File: config.mk
export PLATFORM = sky130hd
export DESIGN_NAME = epoch_seconds_calendar_converter
export DESIGN_NICKNAME = d
export VERILOG_FILES = /design/src/rtl/escc_pkg.sv /design/src/rtl/epoch_seconds_calendar_converter.sv
export SDC_FILE = /design/constraint.sdc
export NUM_CORES = 2
export LEC_CHECK = 0
export BUFFER_PORTS_ARGS = -buffer_cell sky130_fd_sc_hd__buf_2
export CORE_MARGIN = 1
export CORE_UTILIZATION = 37
export CTS_BUF_LIST = sky130_fd_sc_hd__clkbuf_8
export CTS_CLUSTER_DIAMETER = 120
export DETAILED_ROUTE_END_ITERATION = 16
export MAX_ROUTING_LAYER = met4
export PLACE_DENSITY_LB_ADDON = 0.3
export SYNTH_ARGS = -nofsm -noshare
export SYNTH_HDL_FRONTEND = slang
export SYNTH_SLANG_ARGS = --single-unit
File: constraint.sdc
create_clock -name clk -period 14.33 [get_ports clk]
set_input_delay 1.433 -clock clk [delete_from_list [all_inputs] [get_ports clk]]
set_output_delay 1.433 -clock clk [all_outputs]
set_load 0.005 [all_outputs]
File: src/rtl/escc_pkg.sv
// Package for the epoch seconds calendar converter: constants and tables.
`timescale 1ns / 1ps
package escc_pkg;
	localparam int unsigned SEC_PER_DAY = 86400;
	localparam int unsigned SEC_PER_HOUR = 3600;
	localparam int unsigned HOURS_PER_4Y = 1461 * 24;
	localparam int unsigned EPOCH_YEAR = 1970;
	localparam int unsigned LATE_LIMIT = 32'd4107715199;
	localparam int unsigned LATEST_YEAR = 2100;
	localparam int unsigned IN_W = 72;
	localparam int unsigned OUT_W = 72;
	localparam logic FUNC_TO_SECONDS = 1'b0;
	localparam logic FUNC_TO_DATE = 1'b1;

	function automatic logic [4:0] month_len(input logic [3:0] m);
		case (m)
			4'd2: month_len = 5'd28;
			4'd4, 4'd6, 4'd9, 4'd11: month_len = 5'd30;
			default: month_len = 5'd31;
		endcase
	endfunction

	function automatic logic [8:0] days_before(input logic [3:0] m);
		case (m)
			4'd2: days_before = 9'd31;
			4'd3: days_before = 9'd59;
			4'd4: days_before = 9'd90;
			4'd5: days_before = 9'd120;
			4'd6: days_before = 9'd151;
			4'd7: days_before = 9'd181;
			4'd8: days_before = 9'd212;
			4'd9: days_before = 9'd243;
			4'd10: days_before = 9'd273;
			4'd11: days_before = 9'd304;
			4'd12: days_before = 9'd334;
			default: days_before = 9'd0;
		endcase
	endfunction

	// floor(v / 100) for a 12-bit value by reciprocal multiplication
	function automatic logic [5:0] div100(input logic [11:0] v);
		logic [24:0] prod;
		prod = 25'(v) * 25'd5243;
		div100 = prod[24:19];
	endfunction

	// Gregorian leap test, 12-bit year; divisible by 400 = divisible by 100 with quotient % 4 == 0
	function automatic logic greg_leap(input logic [11:0] y);
		logic [5:0] q;
		logic [11:0] r;
		q = div100(y);
		r = y - 12'(q) * 12'd100;
		greg_leap = (y[1:0] == 2'd0) && ((r != 12'd0) || (q[1:0] == 2'd0));
	endfunction

	function automatic logic [9:0] leaps_before(input logic [11:0] y);
		logic [11:0] p;
		logic [5:0] q;
		p = (y == 12'd0) ? 12'd0 : y - 12'd1;
		q = div100(p);
		leaps_before = 10'(p >> 2) - 10'(q) + 10'(q >> 2);
	endfunction
endpackage

File: src/rtl/epoch_seconds_calendar_converter.sv
// Top level: pipelined date/seconds converter in both directions.
//
// channel  dir  handshake          payload
// s_axis   in   s_tvalid/tready    func in tuser, date/seconds fields in tdata
// m_axis   out  m_tvalid/tready    result fields in tdata
//
// Five register stages; one transaction can enter every cycle unless the output
// stalls. The result is offered from the stage 5 register; the constant
// divisions are reciprocal multiplies spread over the stages.
// Reset clears only the stage valid bits. A stall at the output holds each full
// stage with no empty stage below it; an empty stage keeps moving.
`timescale 1ns / 1ps
module epoch_seconds_calendar_converter (
	input  logic                         clk,
	input  logic                         arst_n,
	input  logic                         s_tvalid,
	output logic                         s_tready,
	// seconds_in, year_in, month_in, day_in, hour_in, minute_in, second_in
	input  logic [escc_pkg::IN_W-1:0]    s_tdata,
	input  logic                         s_tuser,   // func
	output logic                         m_tvalid,
	input  logic                         m_tready,
	// seconds_out, year_out, month_out, day_out, hour_out, minute_out, second_out
	output logic [escc_pkg::OUT_W-1:0]   m_tdata,
	output logic                         m_tuser    // date_legal
);
	import escc_pkg::*;

	logic v_s1, v_s2, v_s3, v_s4, v_s5;
	logic en1, en2, en3, en4, en5;
	assign en5 = !v_s5 || m_tready;
	assign en4 = !v_s4 || en5;
	assign en3 = !v_s3 || en4;
	assign en2 = !v_s2 || en3;
	assign en1 = !v_s1 || en2;
	assign s_tready = en1;

	logic [31:0] sec_i;
	logic [11:0] yr_i;
	logic [3:0] mo_i;
	logic [4:0] dy_i, hr_i;
	logic [5:0] mi_i, se_i;
	assign sec_i = s_tdata[31:0];
	assign yr_i = s_tdata[43:32];
	assign mo_i = s_tdata[47:44];
	assign dy_i = s_tdata[52:48];
	assign hr_i = s_tdata[57:53];
	assign mi_i = s_tdata[63:58];
	assign se_i = s_tdata[69:64];

	// stage 1: mode 0 day count parts, legality; mode 1 seconds to minutes
	logic f_s1, ok_s1, legal_s1;
	logic [19:0] days_s1;
	logic [16:0] hms_s1;
	logic [26:0] t60_s1;
	logic [5:0] sl_s1;

	logic lp;
	logic [4:0] lim;
	logic [61:0] t60_p;
	logic [26:0] t60;
	assign lp = greg_leap(yr_i);
	assign lim = (mo_i == 4'd2) ? (lp ? 5'd29 : 5'd28) : month_len(mo_i);
	// seconds / 60 as (seconds / 4) / 15
	assign t60_p = 62'(sec_i[31:2]) * 62'(32'h8888_8889);
	assign t60 = t60_p[61:35];

	always_ff @(posedge clk or negedge arst_n) begin
		if (!arst_n) v_s1 <= 1'b0;
		else if (en1) v_s1 <= s_tvalid;
	end
	always_ff @(posedge clk) begin
		if (en1) begin
			f_s1 <= s_tuser;
			ok_s1 <= dy_i != 0 && mo_i != 0 && mo_i <= 4'd12 && yr_i >= 12'(EPOCH_YEAR);
			legal_s1 <= !(yr_i < 12'(EPOCH_YEAR) || yr_i > 12'(LATEST_YEAR) || mo_i == 0 ||
				mo_i > 4'd12 || dy_i == 0 || hr_i > 5'd24 || mi_i > 6'd59 || se_i > 6'd59)
				&& dy_i <= lim;
			days_s1 <= 20'(yr_i - 12'(EPOCH_YEAR)) * 20'd365
				+ 20'(leaps_before(yr_i) - leaps_before(12'(EPOCH_YEAR)))
				+ 20'(days_before(mo_i)) + ((mo_i > 4'd2 && lp) ? 20'd1 : 20'd0)
				+ 20'(dy_i) - 20'd1;
			hms_s1 <= 17'(hr_i) * 17'(SEC_PER_HOUR) + 17'(mi_i) * 17'd60 + 17'(se_i);
			t60_s1 <= t60;
			sl_s1 <= sec_i[5:0];
		end
	end

	// stage 2: total seconds (mode 0); hours and 4-year block count (mode 1)
	logic f_s2, ok_s2, legal_s2;
	logic [31:0] tot_s2;
	logic [20:0] hours_s2;
	logic [5:0] q4_s2;
	logic [5:0] se_s2, mi_s2;
	logic [55:0] hr_p;
	logic [20:0] hours;
	logic [43:0] q4_p;
	// minutes / 60 as (minutes / 4) / 15
	assign hr_p = 56'(t60_s1[26:2]) * 56'(32'h8888_8889);
	assign hours = hr_p[55:35];
	// minutes / (60 * 35064) as (minutes / 32) / 65745
	assign q4_p = 44'(t60_s1[26:5]) * 44'd4180971;
	always_ff @(posedge clk or negedge arst_n) begin
		if (!arst_n) v_s2 <= 1'b0;
		else if (en2) v_s2 <= v_s1;
	end
	always_ff @(posedge clk) begin
		if (en2) begin
			f_s2 <= f_s1; ok_s2 <= ok_s1; legal_s2 <= legal_s1;
			tot_s2 <= 32'(days_s1) * 32'(SEC_PER_DAY) + 32'(hms_s1);
			hours_s2 <= hours;
			q4_s2 <= q4_p[43:38];
			se_s2 <= sl_s1 - t60_s1[5:0] * 6'd60;
			mi_s2 <= t60_s1[5:0] - hours[5:0] * 6'd60;
		end
	end

	// stage 3: zeroing of bad dates, late fixup; year within block
	logic f_s3, legal_s3;
	logic [31:0] tot_s3;
	logic [11:0] yr_s3;
	logic [15:0] rem_s3;
	logic [5:0] se_s3, mi_s3;
	logic [15:0] rem;
	logic [11:0] y;
	logic [15:0] r;
	assign rem = 16'(hours_s2 - 21'(q4_s2) * 21'(HOURS_PER_4Y));
	// blocks start two years after a leap year, so only the third year is leap
	always_comb begin
		y = 12'(EPOCH_YEAR) + {4'd0, q4_s2, 2'd0};
		r = rem;
		if (r >= 16'd26304) begin
			r = r - 16'd26304;
			y = y + 12'd3;
		end else if (r >= 16'd17520) begin
			r = r - 16'd17520;
			y = y + 12'd2;
		end else if (r >= 16'd8760) begin
			r = r - 16'd8760;
			y = y + 12'd1;
		end
	end
	always_ff @(posedge clk or negedge arst_n) begin
		if (!arst_n) v_s3 <= 1'b0;
		else if (en3) v_s3 <= v_s2;
	end
	always_ff @(posedge clk) begin
		if (en3) begin
			f_s3 <= f_s2; legal_s3 <= legal_s2;
			if (!ok_s2) tot_s3 <= 32'd0;
			else if (tot_s2 > 32'(LATE_LIMIT)) tot_s3 <= tot_s2 + 32'(SEC_PER_DAY);
			else tot_s3 <= tot_s2;
			yr_s3 <= y; rem_s3 <= r;
			se_s3 <= se_s2; mi_s3 <= mi_s2;
		end
	end

	// stage 4: hour and day of year
	logic f_s4, legal_s4;
	logic [31:0] tot_s4;
	logic [11:0] yr_s4;
	logic [8:0] doy_s4;
	logic [4:0] hr_s4;
	logic [5:0] se_s4, mi_s4;
	logic [19:0] dq_p;
	logic [8:0] dq;
	// hours / 24 as (hours / 8) / 3
	assign dq_p = 20'(rem_s3[15:3]) * 20'd683;
	assign dq = dq_p[19:11];
	always_ff @(posedge clk or negedge arst_n) begin
		if (!arst_n) v_s4 <= 1'b0;
		else if (en4) v_s4 <= v_s3;
	end
	always_ff @(posedge clk) begin
		if (en4) begin
			f_s4 <= f_s3; legal_s4 <= legal_s3; tot_s4 <= tot_s3;
			yr_s4 <= yr_s3;
			hr_s4 <= 5'(rem_s3 - 16'(dq) * 16'd24);
			doy_s4 <= dq + 9'd1;
			se_s4 <= se_s3; mi_s4 <= mi_s3;
		end
	end

	// stage 5: month and day; result select by mode
	logic [OUT_W-1:0] od_s5;
	logic legal_s5;
	logic [8:0] d;
	logic [3:0] mo;
	logic [4:0] dd;
	always_comb begin
		d = doy_s4;
		mo = 4'd1;
		if (yr_s4[1:0] == 2'd0 && d > 9'd60) d = d - 9'd1;
		for (int m = 1; m <= 12; m++) begin
			if (d > days_before(4'(m))) begin
				mo = 4'(m);
			end
		end
		dd = 5'(d - days_before(mo));
		if (yr_s4[1:0] == 2'd0 && doy_s4 == 9'd60) begin
			mo = 4'd2; dd = 5'd29;
		end
	end
	always_ff @(posedge clk or negedge arst_n) begin
		if (!arst_n) v_s5 <= 1'b0;
		else if (en5) v_s5 <= v_s4;
	end
	always_ff @(posedge clk) begin
		if (en5) begin
			if (f_s4 == FUNC_TO_SECONDS) begin
				od_s5 <= {OUT_W'(0)} | OUT_W'(tot_s4);
				legal_s5 <= legal_s4;
			end else begin
				od_s5 <= {2'd0, se_s4, mi_s4, hr_s4, dd, mo, yr_s4, 32'd0};
				legal_s5 <= 1'b0;
			end
		end
	end
	assign m_tvalid = v_s5;
	assign m_tdata = od_s5;
	assign m_tuser = legal_s5;
endmodule
==> impl_metrics.yaml <==
outcome:
  status: "finished clean"
finish:
  area_growth_pct: 10.1
  fin_util_pct: 41.2
  final_net_count: 7444
  fin_area_um2: 61000
  layout_common_cells: "ha_1 (1184), inv_1 (1179), fa_1 (711)"
  n_fill_cell: 14400
  drive_gt1_share_pct: 8.10
  final_common_cell: "ha_1"
routing:
  ant_nets: 0
  vias_per_cell: 4.81
  drtPass1Iterations: 5
  drc: 0
  detail_route.wl_per_cell_um: 15.8
  route.vias.total: 35800
  wl_met3_um: 3390
  drt_iter0_drc: 1414
  met2_length_um: 54000
  drt-total-wl_um: 118000
  wl_met1_um: 58900
  highest_layer: "met4"
setup_path:
  critPathTopFamily: "adder cells"
  crit_arrival_ps: 14050
  slowest_delay_ps: 580
  start_kind: "input pin"
  crit_start: "s_tdata[33]"
  crit_top_cell: "fa_1"
  cp_max_fo: 5
  crit_path_end_kind: "flop"
  timing.rr.start: "t60_s1[17]$_DFFE_PP_"
  crit_type: "input pin to flop"
  cp_num_buf_inv: 15
  required_ps: 14720
  worst_path_max_delay_cell: "fa_1"
synth:
  synth_top_area_share_pct: 26.7
  yosysTopAreaCell: "ha_1"
  syn_area_um2: 55400
  ys_types: 94
  synthFlopType: "edfxtp_1"
  ys_warn_count: 0
  synth-seq-cells: 364
  ys_seq_area_share_pct: 19.7
  synth_cells: 5149
  synth_edf_count: 359
  avgSynthCellArea_um2: 10.8
  async_flop_share_pct: 1.37
  synth.area.top_cells: "ha_1 (27%), fa_1 (26%), edfxtp_1 (19%)"
floorplan:
  start_util_pct: 37.4
  core_um2: 148000
  dieArea_um2: 151000
  pin_count: 152
  dieWidth_um: 389
  die_h_um: 389
  rows: 141
placed_design:
  dp_slack_ps: -563
  dpl.hpwl_um: 102000
  portBuffers: 147
  placed_cell_area_um2: 59500
  gp_congestion: 0.869
global_routing:
  grt_pass1_wl_um: 196000
  grt_pass1_vias: 38100
  grt_max_degree: 76
  grtUsageTotal_pct: 16.5
  grt.overflow.total: 0
  antenna_found_initial: 1
timing:
  fin_ws_ps: 673
  setup_viol: 0
  clock_skew_ps: 39.5
  slew_violations: 0
  whs_ps: 411
  hold_viol_final: 0
  max_freq_mhz: 73.2
  fin_crit_ps: 13660
  period_share_pct: 95.3
  tightest_slew_ps: 1080
  relSlewSlack_pct: 27.8
clock_network:
  cts_tree: "done"
  clock_latency_ps: 660
  cts_sinks: 364
  clockBufferDepth: 3
  cts.root.buffer_cell: "clkbuf_8"
  h-tree-depth: 3
  clkTransAtPathRegs_ps: 60
  cts_buffers: 68
job:
  maxCapViolations: 0
hold_path:
  hold_start: "tot_s3[4]$_SDFFCE_PN0P_"
  holdCritPathClass: "flop to flop"
[metal layers]
layer / vias up / track usage, %
met3: 83 / 1.65
met5: - / -
li1: 17800 / -
met4: 0 / 2.75
met2: 434 / 26.4
met1: 17500 / 22.9
[flip-flops by register name, indices dropped and copies added, names as in the netlist, 5 cells and up]
name and flops:
se_s4 6, yr_s3 12, se_s3 6, tot_s3 32, days_s1 20, q4_s2 6, tot_s4 32, m_tdata 70
se_s2 6, hms_s1 17, doy_s4 9, sl_s1 6, mi_s4 6, mi_s3 6, yr_s4 12, hr_s4 5
mi_s2 6, rem_s3 16, hours_s2 16, tot_s2 32, t60_s1 27
[metrics by stage]
stage	cells	setup TNS (ps)
4_1_cts	7446	0
5_1_grt	7447	-90.4
6_report	7447	0
3_3_place_gp	7332	-1850
3_5_place_dp	7332	-2300
2_1_floorplan	5150	0
[path summary, 6_finish.rpt]
path / endpoint / slack (ps) / depth (start not counted)
min in group asynchronous: m_tvalid$_DFFE_PN0P_ / 580 / 1
worst min register to register: tot_s4[4]$_DFFE_PP_ / 410 / 0
worst max register to register: mi_s2[5]$_DFFE_PP_ / 6380 / 22
worst min-delay path: tot_s4[4]$_DFFE_PP_ / 410 / 0
worst max-delay path: days_s1[19]$_DFFE_PP_ / 670 / 57
max in group asynchronous: v_s3$_DFFE_PN0P_ / 13620 / 1
[area by class of cell]
type                       instances  area [um^2]  share of cell area (%)
clock buffer                      71          977                    1.60
timing repair buffer             283         1760                    2.88
inverter                        1169         4390                    7.20
clock inverter                    43          457                   0.749
antenna                            1         2.50                 0.00410
tap                             1930         2410                    3.96
sequential                       364        10900                    17.9
multi-input combinational       3586        40100                    65.7
[repair_timing]
item                                    4_1_cts  5_1_grt
resized for setup                             0       19
endpoints found under the hold margin         0        0
endpoints found under the setup margin        0        9
buffers inserted                              0        0
hold buffers                                  0        0
[Yosys cell counts, drive strengths merged (9+ instances only)]
cell type     n
ha         1184
inv        1168
fa          711
edfxtp      359
xnor2       201
a21oi       185
nor2        155
nand2       131
o21ai       112
a21o        102
xor2         98
nor2b        71
nor3         63
nand3        61
and2         49
o21a         37
nand4        36
a31oi        25
clkbuf       25
o21bai       25
nor4         24
and3         23
or2          23
nand2b       22
o211ai       21
or3          18
a211oi       17
a2111oi      12
a21boi       11
or4          11
mux2i        10
o31ai        10
a211o         9
[cell families (layout without fill, tap and decap cells)]
logic type                 after synthesis  in the layout  share of synthesized area (%)
xor gates and xnor gates               300            300                           4.77
buffers and inverters                 1200           1566                           8.15
adders and majority gates             1895           1895                           52.4
muxes                                   12             12                          0.242
other                                    1              3                        0.00677
DFF                                    364            364                           19.7
AOI/OAI and AO/OA                      660            660                           8.03
and+or+nand+nor                        717            717                           6.69
Power is not shown: default switching activity piles up to over one toggle a cycle in this logic, so the estimate is an artifact.
